## src/hw/rtl/rfp_pkg.sv

```systemverilog
package rfp_pkg;

    // Largest datagram the receive path hands over, in bytes.
    localparam int unsigned MAX_DATAGRAM = 65536;
    localparam int unsigned SIZE_W       = 17;
    localparam logic [SIZE_W-1:0] IDX_MAX = '1;

    // Depth of the queue between the parser and the result expander.
    localparam int unsigned CMDQ_DEPTH = 4;
    localparam int unsigned CMDQ_AW    = $clog2(CMDQ_DEPTH);
    localparam int unsigned CMDQ_CW    = $clog2(CMDQ_DEPTH + 1);

    // Configuration register indexes.
    localparam logic [1:0] CFG_VIDEO_ID    = 2'd0;
    localparam logic [1:0] CFG_AUDIO_ID    = 2'd1;
    localparam logic [1:0] CFG_PEER_ACTIVE = 2'd2;

    // RTCP header codes.
    localparam logic [7:0] PT_RR       = 8'd201;
    localparam logic [7:0] PT_RTPFB    = 8'd205;
    localparam logic [7:0] PT_PSFB     = 8'd206;
    localparam logic [4:0] FMT_ONE     = 5'd1;
    localparam logic [1:0] RTP_VERSION = 2'd2;
    localparam int unsigned RR_BLOCK_BYTES = 24;

    typedef enum logic [1:0] {
        EV_KEYFRAME   = 2'd0,
        EV_RETRANSMIT = 2'd1,
        EV_LOSS       = 2'd2
    } t_event_kind;

    typedef struct packed {
        logic [31:0] video_id;
        logic [31:0] audio_id;
        logic        peer_active;
    } t_cfg;

    // One unit of work for the expander: a keyframe request, a loss report,
    // or a NACK entry whose mask still has to be unrolled.
    typedef struct packed {
        t_event_kind kind;
        logic        sel;
        logic [15:0] seq;
        logic [15:0] mask;
        logic [7:0]  loss;
    } t_cmd;

    typedef struct packed {
        t_event_kind kind;
        logic        sel;
        logic [15:0] seq;
        logic [7:0]  loss;
        logic        run_end;
    } t_result;

    // Index of the lowest set bit; zero for an all-zero mask.
    function automatic logic [3:0] lowest_bit(input logic [15:0] v);
        logic [3:0] pos;
        pos = '0;
        for (int i = 15; i >= 0; i--) begin
            if (v[i]) begin
                pos = 4'(i);
            end
        end
        return pos;
    endfunction

endpackage

```

## src/hw/rtl/rtcp_feedback_parser_top.sv

```systemverilog
// RTCP feedback parser.
// Input channel: one datagram byte per item on i_octet, with the datagram size on
// i_datagram_bytes and i_final_octet marking the last byte. A byte is taken at a
// clock edge where push is high and full is low; full rises only when the
// internal queue of four pending commands is full.
// Result channel: empty low means the oldest result is on the o_ ports; pop takes
// it. A keyframe request or loss report is one result; a NACK entry gives one
// retransmit request plus one per set mask bit, o_run_end marking the last.
// Path: each command goes through the command queue, the expander's current entry
// and its output register. The parser takes one byte per cycle while full is low;
// the expander hands out one result per cycle while pop is high, so a NACK entry
// with k mask bits set gives k + 1 results while the queue holds later commands.
// When pop stays low, results hold, the queue fills, and full then stops input.
// Configuration: write i_cfg_data to register i_cfg_idx (0 video SSRC, 1 audio
// SSRC, 2 streaming flag) while the block is idle. Reset (synchronous, active
// low) clears the configuration and parse state; queue and outputs come up empty.
module rtcp_feedback_parser_top (
    input  logic        i_clk,
    input  logic        i_rst_n,
    input  logic        push,
    output logic        full,
    input  logic [7:0]  i_octet,
    input  logic [16:0] i_datagram_bytes,
    input  logic        i_final_octet,
    output logic        empty,
    input  logic        pop,
    output logic [1:0]  o_event_kind,
    output logic        o_stream_select,
    output logic [15:0] o_seq_number,
    output logic [7:0]  o_loss_fraction,
    output logic        o_run_end,
    input  logic        i_cfg_we,
    input  logic [1:0]  i_cfg_idx,
    input  logic [31:0] i_cfg_data
);
    import rfp_pkg::*;

    t_cfg    r_cfg;
    logic    accept;
    logic    cmd_valid;
    t_cmd    cmd;
    logic    q_full;
    logic    q_valid;
    t_cmd    q_data;
    logic    q_pop;
    t_result result;

    // Configuration registers, written directly by the plain write port.
    always_ff @(posedge i_clk) begin
        if (!i_rst_n) begin
            r_cfg <= '0;
        end else if (i_cfg_we) begin
            case (i_cfg_idx)
                CFG_VIDEO_ID:    r_cfg.video_id    <= i_cfg_data;
                CFG_AUDIO_ID:    r_cfg.audio_id    <= i_cfg_data;
                CFG_PEER_ACTIVE: r_cfg.peer_active <= i_cfg_data[0];
                default: begin
                end
            endcase
        end
    end

    // Every byte causes at most one command, so a free queue slot is enough.
    assign full   = q_full;
    assign accept = push && !q_full;

    rfp_front u_front (
        .i_clk            (i_clk),
        .i_rst_n          (i_rst_n),
        .i_accept         (accept),
        .i_octet          (i_octet),
        .i_datagram_bytes (i_datagram_bytes),
        .i_final_octet    (i_final_octet),
        .i_cfg            (r_cfg),
        .o_cmd_valid      (cmd_valid),
        .o_cmd            (cmd)
    );

    rfp_cmdq u_cmdq (
        .i_clk   (i_clk),
        .i_rst_n (i_rst_n),
        .i_push  (cmd_valid),
        .i_data  (cmd),
        .i_pop   (q_pop),
        .o_full  (q_full),
        .o_valid (q_valid),
        .o_data  (q_data)
    );

    rfp_back u_back (
        .i_clk       (i_clk),
        .i_rst_n     (i_rst_n),
        .i_cmd_valid (q_valid),
        .i_cmd       (q_data),
        .o_cmd_pop   (q_pop),
        .i_pop       (pop),
        .o_empty     (empty),
        .o_result    (result)
    );

    assign o_event_kind    = result.kind;
    assign o_stream_select = result.sel;
    assign o_seq_number    = result.seq;
    assign o_loss_fraction = result.loss;
    assign o_run_end       = result.run_end;

endmodule

```

## src/hw/rtl/rfp_front.sv

```systemverilog
module rfp_front (
    input  logic                                  i_clk,
    input  logic                                  i_rst_n,
    input  logic                                  i_accept,
    input  logic [7:0]                            i_octet,
    input  logic [rfp_pkg::SIZE_W-1:0]            i_datagram_bytes,
    input  logic                                  i_final_octet,
    input  rfp_pkg::t_cfg                         i_cfg,
    output logic                                  o_cmd_valid,
    output rfp_pkg::t_cmd                         o_cmd
);
    import rfp_pkg::*;

    typedef enum logic [1:0] {
        NT_NONE  = 2'd0,
        NT_VIDEO = 2'd1,
        NT_AUDIO = 2'd2
    } t_nack_target;

    localparam logic [SIZE_W-1:0] SIZE_CAP = SIZE_W'(MAX_DATAGRAM);

    logic [SIZE_W-1:0] r_byte_index, n_byte_index;
    logic [7:0]        r_first_octet, n_first_octet;
    logic [7:0]        r_packet_type, n_packet_type;
    logic [7:0]        r_len_hi, n_len_hi;
    logic [18:0]       r_declared_length, n_declared_length;
    logic              r_datagram_ok, n_datagram_ok;
    logic [31:0]       r_media_id_shift, n_media_id_shift;
    t_nack_target      r_nack_target, n_nack_target;
    logic [23:0]       r_fci_word, n_fci_word;
    logic              r_block_id_match, n_block_id_match;
    logic [4:0]        r_rr_within, n_rr_within;
    logic [4:0]        r_rr_blk, n_rr_blk;
    logic [9:0]        r_rr_end, n_rr_end;

    logic [SIZE_W-1:0] idx;
    logic [4:0]        fmt;
    logic [15:0]       len16;
    logic [16:0]       len_p1;
    logic [18:0]       plen;
    logic [SIZE_W-1:0] size_cap;
    logic              hdr_ok;
    logic [31:0]       id_next;

    always_comb begin
        idx      = r_byte_index;
        fmt      = r_first_octet[4:0];
        len16    = {r_len_hi, i_octet};
        len_p1   = {1'b0, len16} + 17'd1;
        plen     = {len_p1, 2'b00};
        size_cap = (i_datagram_bytes > SIZE_CAP) ? SIZE_CAP : i_datagram_bytes;
        hdr_ok   = (r_first_octet[7:6] == RTP_VERSION) && (len16 != 16'd0)
                   && (plen <= {2'b00, size_cap});
        id_next  = {r_media_id_shift[23:0], i_octet};

        n_byte_index      = r_byte_index;
        n_first_octet     = r_first_octet;
        n_packet_type     = r_packet_type;
        n_len_hi          = r_len_hi;
        n_declared_length = r_declared_length;
        n_datagram_ok     = r_datagram_ok;
        n_media_id_shift  = r_media_id_shift;
        n_nack_target     = r_nack_target;
        n_fci_word        = r_fci_word;
        n_block_id_match  = r_block_id_match;
        n_rr_within       = r_rr_within;
        n_rr_blk          = r_rr_blk;
        n_rr_end          = r_rr_end;
        o_cmd_valid       = 1'b0;
        o_cmd             = '0;

        if (i_accept) begin
            if (idx == SIZE_W'(0)) begin
                n_first_octet = i_octet;
            end else if (idx == SIZE_W'(1)) begin
                n_packet_type = i_octet;
            end else if (idx == SIZE_W'(2)) begin
                n_len_hi = i_octet;
            end else if (idx == SIZE_W'(3)) begin
                n_declared_length = plen;
                n_datagram_ok     = hdr_ok;
                if (hdr_ok && r_packet_type == PT_PSFB && fmt == FMT_ONE) begin
                    o_cmd_valid = 1'b1;
                    o_cmd.kind  = EV_KEYFRAME;
                end
            end else if (r_datagram_ok && ({2'b00, idx} < r_declared_length)) begin
                if (r_packet_type == PT_RTPFB && fmt == FMT_ONE
                        && r_declared_length >= 19'd16) begin
                    if (idx >= SIZE_W'(8) && idx <= SIZE_W'(11)) begin
                        n_media_id_shift = id_next;
                        if (idx == SIZE_W'(11)) begin
                            if (!i_cfg.peer_active) begin
                                n_nack_target = NT_NONE;
                            end else if (id_next == i_cfg.video_id) begin
                                n_nack_target = NT_VIDEO;
                            end else if (id_next == i_cfg.audio_id) begin
                                n_nack_target = NT_AUDIO;
                            end else begin
                                n_nack_target = NT_NONE;
                            end
                        end
                    end else if (idx >= SIZE_W'(12) && r_nack_target != NT_NONE) begin
                        n_fci_word = {r_fci_word[15:0], i_octet};
                        // FCI entries start at byte 12, so the last byte of
                        // each one sits at an index of 3 modulo 4.
                        if (idx[1:0] == 2'd3) begin
                            o_cmd_valid = 1'b1;
                            o_cmd.kind  = EV_RETRANSMIT;
                            o_cmd.sel   = (r_nack_target == NT_AUDIO);
                            o_cmd.seq   = r_fci_word[23:8];
                            o_cmd.mask  = {r_fci_word[7:0], i_octet};
                        end
                    end
                end else if (r_packet_type == PT_RR && idx >= SIZE_W'(8)) begin
                    if (r_rr_blk < fmt && {9'd0, r_rr_end} <= r_declared_length) begin
                        if (r_rr_within < 5'd4) begin
                            n_media_id_shift = id_next;
                            if (r_rr_within == 5'd3) begin
                                n_block_id_match = (id_next == i_cfg.video_id);
                            end
                        end else if (r_rr_within == 5'd4 && r_block_id_match) begin
                            o_cmd_valid = 1'b1;
                            o_cmd.kind  = EV_LOSS;
                            o_cmd.loss  = i_octet;
                        end
                    end
                end
            end

            // Report block position, tracked from byte 8 on whatever the type.
            if (idx >= SIZE_W'(8)) begin
                if (r_rr_within == 5'(RR_BLOCK_BYTES - 1)) begin
                    n_rr_within = '0;
                    if (r_rr_blk != '1) begin
                        n_rr_blk = r_rr_blk + 5'd1;
                        n_rr_end = r_rr_end + 10'(RR_BLOCK_BYTES);
                    end
                end else begin
                    n_rr_within = r_rr_within + 5'd1;
                end
            end

            if (r_byte_index != IDX_MAX) begin
                n_byte_index = r_byte_index + SIZE_W'(1);
            end

            if (i_final_octet) begin
                n_byte_index      = '0;
                n_first_octet     = '0;
                n_packet_type     = '0;
                n_len_hi          = '0;
                n_declared_length = '0;
                n_datagram_ok     = 1'b0;
                n_media_id_shift  = '0;
                n_nack_target     = NT_NONE;
                n_fci_word        = '0;
                n_block_id_match  = 1'b0;
                n_rr_within       = '0;
                n_rr_blk          = '0;
                n_rr_end          = 10'(8 + RR_BLOCK_BYTES);
            end
        end
    end

    always_ff @(posedge i_clk) begin
        if (!i_rst_n) begin
            r_byte_index      <= '0;
            r_first_octet     <= '0;
            r_packet_type     <= '0;
            r_len_hi          <= '0;
            r_declared_length <= '0;
            r_datagram_ok     <= 1'b0;
            r_media_id_shift  <= '0;
            r_nack_target     <= NT_NONE;
            r_fci_word        <= '0;
            r_block_id_match  <= 1'b0;
            r_rr_within       <= '0;
            r_rr_blk          <= '0;
            r_rr_end          <= 10'(8 + RR_BLOCK_BYTES);
        end else begin
            r_byte_index      <= n_byte_index;
            r_first_octet     <= n_first_octet;
            r_packet_type     <= n_packet_type;
            r_len_hi          <= n_len_hi;
            r_declared_length <= n_declared_length;
            r_datagram_ok     <= n_datagram_ok;
            r_media_id_shift  <= n_media_id_shift;
            r_nack_target     <= n_nack_target;
            r_fci_word        <= n_fci_word;
            r_block_id_match  <= n_block_id_match;
            r_rr_within       <= n_rr_within;
            r_rr_blk          <= n_rr_blk;
            r_rr_end          <= n_rr_end;
        end
    end

endmodule

```

## src/hw/rtl/rfp_cmdq.sv

```systemverilog
module rfp_cmdq (
    input  logic           i_clk,
    input  logic           i_rst_n,
    input  logic           i_push,
    input  rfp_pkg::t_cmd  i_data,
    input  logic           i_pop,
    output logic           o_full,
    output logic           o_valid,
    output rfp_pkg::t_cmd  o_data
);
    import rfp_pkg::*;

    t_cmd               r_mem [CMDQ_DEPTH];
    logic [CMDQ_AW-1:0] r_wr_ptr;
    logic [CMDQ_AW-1:0] r_rd_ptr;
    logic [CMDQ_CW-1:0] r_count;

    logic do_push;
    logic do_pop;

    assign o_full  = (r_count == CMDQ_CW'(CMDQ_DEPTH));
    assign o_valid = (r_count != '0);
    assign o_data  = r_mem[r_rd_ptr];
    assign do_push = i_push && !o_full;
    assign do_pop  = i_pop && o_valid;

    always_ff @(posedge i_clk) begin
        if (do_push) begin
            r_mem[r_wr_ptr] <= i_data;
        end
    end

    always_ff @(posedge i_clk) begin
        if (!i_rst_n) begin
            r_wr_ptr <= '0;
            r_rd_ptr <= '0;
            r_count  <= '0;
        end else begin
            if (do_push) begin
                r_wr_ptr <= r_wr_ptr + CMDQ_AW'(1);
            end
            if (do_pop) begin
                r_rd_ptr <= r_rd_ptr + CMDQ_AW'(1);
            end
            if (do_push && !do_pop) begin
                r_count <= r_count + CMDQ_CW'(1);
            end else if (do_pop && !do_push) begin
                r_count <= r_count - CMDQ_CW'(1);
            end
        end
    end

endmodule

```

## src/hw/rtl/rfp_back.sv

```systemverilog
module rfp_back (
    input  logic             i_clk,
    input  logic             i_rst_n,
    input  logic             i_cmd_valid,
    input  rfp_pkg::t_cmd    i_cmd,
    output logic             o_cmd_pop,
    input  logic             i_pop,
    output logic             o_empty,
    output rfp_pkg::t_result o_result
);
    import rfp_pkg::*;

    logic        r_cur_valid;
    logic        r_first;
    t_event_kind r_kind;
    logic        r_sel;
    logic [15:0] r_pid;
    logic [15:0] r_rem;
    logic [7:0]  r_loss;

    logic        r_out_valid;
    t_result     r_out;

    logic        advance;
    logic        emit_now;
    logic        last;
    logic        load;
    logic [15:0] rem_next;
    logic [15:0] seq_out;

    always_comb begin
        advance  = !r_out_valid || i_pop;
        emit_now = r_cur_valid && advance;
        rem_next = r_rem & (r_rem - 16'd1);
        last     = r_first ? (r_rem == '0) : (rem_next == '0);
        seq_out  = r_first ? r_pid : (r_pid + {12'd0, lowest_bit(r_rem)} + 16'd1);
        load     = i_cmd_valid && (!r_cur_valid || (emit_now && last));
    end

    assign o_cmd_pop = load;
    assign o_empty   = !r_out_valid;
    assign o_result  = r_out;

    always_ff @(posedge i_clk) begin
        if (!i_rst_n) begin
            r_cur_valid <= 1'b0;
            r_out_valid <= 1'b0;
        end else begin
            if (load) begin
                r_cur_valid <= 1'b1;
            end else if (emit_now && last) begin
                r_cur_valid <= 1'b0;
            end
            if (advance) begin
                r_out_valid <= emit_now;
            end
        end
    end

    always_ff @(posedge i_clk) begin
        if (load) begin
            r_first <= 1'b1;
            r_kind  <= i_cmd.kind;
            r_sel   <= i_cmd.sel;
            r_pid   <= i_cmd.seq;
            r_rem   <= i_cmd.mask;
            r_loss  <= i_cmd.loss;
        end else if (emit_now) begin
            r_first <= 1'b0;
            if (!r_first) begin
                r_rem <= rem_next;
            end
        end
        if (emit_now) begin
            r_out.kind    <= r_kind;
            r_out.sel     <= r_sel;
            r_out.seq     <= seq_out;
            r_out.loss    <= r_loss;
            r_out.run_end <= last;
        end
    end

endmodule

```

## config.mk

```make
export PLATFORM = sky130hd
export DESIGN_NAME = rtcp_feedback_parser_top
export DESIGN_NICKNAME = d
export VERILOG_FILES = /design/src/hw/rtl/rfp_pkg.sv /design/src/hw/rtl/rtcp_feedback_parser_top.sv /design/src/hw/rtl/rfp_front.sv /design/src/hw/rtl/rfp_cmdq.sv /design/src/hw/rtl/rfp_back.sv
export SDC_FILE = /design/constraint.sdc
export NUM_CORES = 1
export LEC_CHECK = 0
export BUFFER_PORTS_ARGS = -buffer_cell sky130_fd_sc_hd__clkbuf_2
export CAP_MARGIN = 40
export CORE_MARGIN = 2
export CORE_UTILIZATION = 55
export DETAILED_ROUTE_END_ITERATION = 8
export PLACE_DENSITY = 0.78
export SLEW_MARGIN = 20
export SYNTH_ARGS = -nofsm -noshare
export SYNTH_HDL_FRONTEND = slang
export SYNTH_SLANG_ARGS = --single-unit
```

## constraint.sdc

```tcl
create_clock -name i_clk -period 10.65 [get_ports i_clk]
set_input_delay 1.065 -clock i_clk [delete_from_list [all_inputs] [get_ports i_clk]]
set_output_delay 1.065 -clock i_clk [all_outputs]
set_load 0.01 [all_outputs]
```

==> impl_metrics.env <==
export IMPL_status="completed"
export IMPL_yosys_top_cells_area="edfxtp_1 37%, dfxtp_1 20%, mux4_2 4.9%, nand2_1 4.4%, ha_1 3.8%"
export IMPL_fin_skew_ns=0.02094
export IMPL_tightest_slew_ns=0.8297
export IMPL_synthArstFlopShare=0
export IMPL_cts_setup_buffers=0
export IMPL_htreeDepth=2
export IMPL_die_h_um=193.9
export IMPL_syn_area_sq_mm=0.01983
export IMPL_grt_pass1_wl_um=74270
export IMPL_ant_nets=0
export IMPL_synth_edff_count=243
export IMPL_p_total_mw=4.623
export IMPL_fp_row_count=69
export IMPL_cts_root_buf="clkbuf_16"
export IMPL_viasPerCell=5.938
export IMPL_yosys_warnings=0
export IMPL_yosysMostFrequentCell="edfxtp_1"
export IMPL_tns_ns=0
export IMPL_synth_simple_area_share=0.1579
export IMPL_syn_to_final_growth_pct=12.42
export IMPL_synthFlopType="edfxtp_1"
export IMPL_criticalPathCategory="in2reg"
export IMPL_avgSynthCellArea_sq_um=11.32
export IMPL_clk_pin_slew_ns=0.06
export IMPL_slew_limit_headroom=0.4426
export IMPL_grt_util_all_layers=0.2475
export IMPL_syn_nets=1880
export IMPL_vias=13780
export IMPL_ys_top_cells_by_count="243 x edfxtp_1, 234 x nand2_1, 203 x dfxtp_1"
export IMPL_placed_cells=2236
export IMPL_start_kind="input pin"
export IMPL_fmax_mhz=172.1
export IMPL_synth_distinct_cells=72
export IMPL_pwr_density_cell_mw_per_mm2=207.4
export IMPL_dpl_hpwl_um=31120
export IMPL_cts_resized=0
export IMPL_hold_viol=0
export IMPL_n_fill_cell=2768
export IMPL_routedWlPerCell_um=20.06
export IMPL_synth_top_family_by_area="simple AND/OR/NAND/NOR gates"
export IMPL_first_pass_iters=6
export IMPL_setup_viol=0
export IMPL_dieArea_sq_mm=0.03759
export IMPL_synth_top_cell_by_area="edfxtp_1"
export IMPL_arrival_ns=6.28
export IMPL_design_core_area_sq_mm=0.03557
export IMPL_holdCritPathClass="reg2reg"
export IMPL_cap_violations=0
export IMPL_ios=95
export IMPL_start_util=0.5575
export IMPL_grt_pass1_vias=13630
export IMPL_synth_seq_cells=446
export IMPL_holdWs_ns=0.4174
export IMPL_clk_path_buf_depth=3
export IMPL_synth_compound_area_frac=0.08708
export IMPL_hold_buffers=0
export IMPL_grt_max_degree=85
export IMPL_synthAdderAreaFrac=0.04152
export IMPL_cp_required_ns=11.12
export IMPL_overflow=0
export IMPL_synth_top_area_frac=0.3680
export IMPL_fin_crit_sh=0.5455
export IMPL_cp_end_kind="register"
export IMPL_final_max_slew_viol_count=0
export IMPL_numPortBuffers=94
export IMPL_critPathMaxFanout=14
export IMPL_synth_seq_area_share=0.5729
export IMPL_synth_xor_area_frac=0.04991
export IMPL_tritoncts="built"
export IMPL_power_leakage_nw=7.757
export IMPL_cts_sinks=446
export IMPL_fin_cells=2320
export IMPL_drive_gt1_frac=0.1373
export IMPL_setup_ws_ns=4.841
export IMPL_muxShareOfSynthArea=0.06222
export IMPL_rsz0062_at_grt="false"
export IMPL_pre_cts_ws_ns=4.364
export IMPL_period_minus_slack_ns=5.809
export IMPL_numCtsBuffers=45
export IMPL_first_iter_violations=1186
export IMPL_drc=0
export IMPL_antenna_found_initial=1
export IMPL_ir_drop_mv=0.2108
export IMPL_wl_um=46530
export IMPL_fin_nets=1954
export IMPL_postSynthCellCount=1752
export IMPL_fp_dieW_um=193.9
export IMPL_routabilityCongestion=0.9185
export IMPL_clk_latency_ns=0.56
-- worst max-delay path, cell delays in order --
cell	delay, ns
clkbuf_2	0.36
nand4_1	0.28
or2_2	0.40
nor2_1	0.24
and3_1	0.21
xor2_1	0.08
ha_1	0.31
and3_1	0.18
nand4_1	0.13
nor4_1	0.40
o21bai_1	0.21
nor4bb_1	0.76
nor3_2	0.27
inv_1	0.12
ha_1	0.18
inv_1	0.06
fa_1	0.38
xor2_1	0.18
or3_1	0.31
a21oi_1	0.16
-- stage by stage --
stage / instance area [sq um] / utilization
2_1_floorplan: 19830 / -
3_3_place_gp: 20670 / 0.5810
5_1_grt: 22290 / 0.6267
3_5_place_dp: 20780 / 0.5842
6_report: 22290 / 0.6267
4_1_cts: 22230 / 0.6251
-- cell families (layout without fill, tap and decap cells) --
group,after synthesis,after routing
adder cells (fa/ha/maj),65,65
AND/OR/NAND/NOR,632,632
flip-flops,446,446
XOR/XNOR,113,113
AO/OA/AOI/OAI,282,282
other,0,2
buffers and inverters,145,250
multiplexers,69,69
-- path summary, 6_finish.rpt --
kind         depth (start not counted)                              from  slack, ns                              to
max reg2reg                         17  u_front.r_len_hi[1]$_SDFFE_PN0P_       5.59  u_cmdq.r_count[2]$_SDFFE_PN0P_
min                                  0        u_back.r_loss[6]$_DFFE_PP_       0.42    u_back.o_result[7]$_DFFE_PP_
max                                 20                        i_octet[2]       4.84  u_cmdq.r_count[2]$_SDFFE_PN0P_
min reg2reg                          0        u_back.r_loss[6]$_DFFE_PP_       0.42    u_back.o_result[7]$_DFFE_PP_
-- power breakdown --
group | internal [mW] | total [mW] | switching [mW]
Clock | 0.899 | 1.55 | 0.647
Sequential | 2.05 | 2.20 | 0.154
Combinational | 0.400 | 0.877 | 0.477
-- cell type report --
type                       count  area, sq um  share of cell area
clock inverter                13        151.4            0.006791
timing repair buffer         118        742.0             0.03328
antenna                        2        5.005           0.0002245
sequential                   446        11360              0.5097
clock buffer                  65         1303             0.05843
multi-input combinational   1161         7946              0.3565
inverter                      54        205.2            0.009205
tap                          461        576.8             0.02587
-- registers in the layout, indices dropped and copies added, names as in the netlist, 2 cells and up, named ones only --
name and flops:
u_cmdq.r_mem 172, r_cfg 65, u_back.o_result 28, u_front.r_fci_word 24, u_front.r_media_id_shift 24, u_front.idx 17, u_front.r_declared_length 17, u_back.r_pid 16
u_back.r_rem 16, u_back.r_loss 8, u_front.r_len_hi 8, u_front.r_packet_type 8, u_front.r_first_octet 7, u_front.r_rr_end 7, u_front.r_rr_blk 5, u_front.r_rr_within 5
u_cmdq.r_count 3, u_back.r_kind 2, u_cmdq.r_rd_ptr 2, u_cmdq.r_wr_ptr 2, u_front.r_nack_target 2
-- cell usage in the layout (no fill, tap or decap), types with 48 or more instances in the layout --
master    count
a21oi_1     142
nand3_1      48
nor2_1      120
inv_1        52
nand2_1     234
ha_1         61
edfxtp_1    243
dfxtp_1     201
clkbuf_2     94
xnor2_1      76
-- layer usage --
metal / vias to the layer above / wire (um) / track usage
met5: - / 0 / 0
met4: 0 / 1125 / 0.07379
met3: 86 / 3233 / 0.04192
met2: 500 / 22920 / 0.4192
met1: 6702 / 19250 / 0.3287
li1: 6489 / - / -
Note: power is estimated with default switching activity, not from simulation.
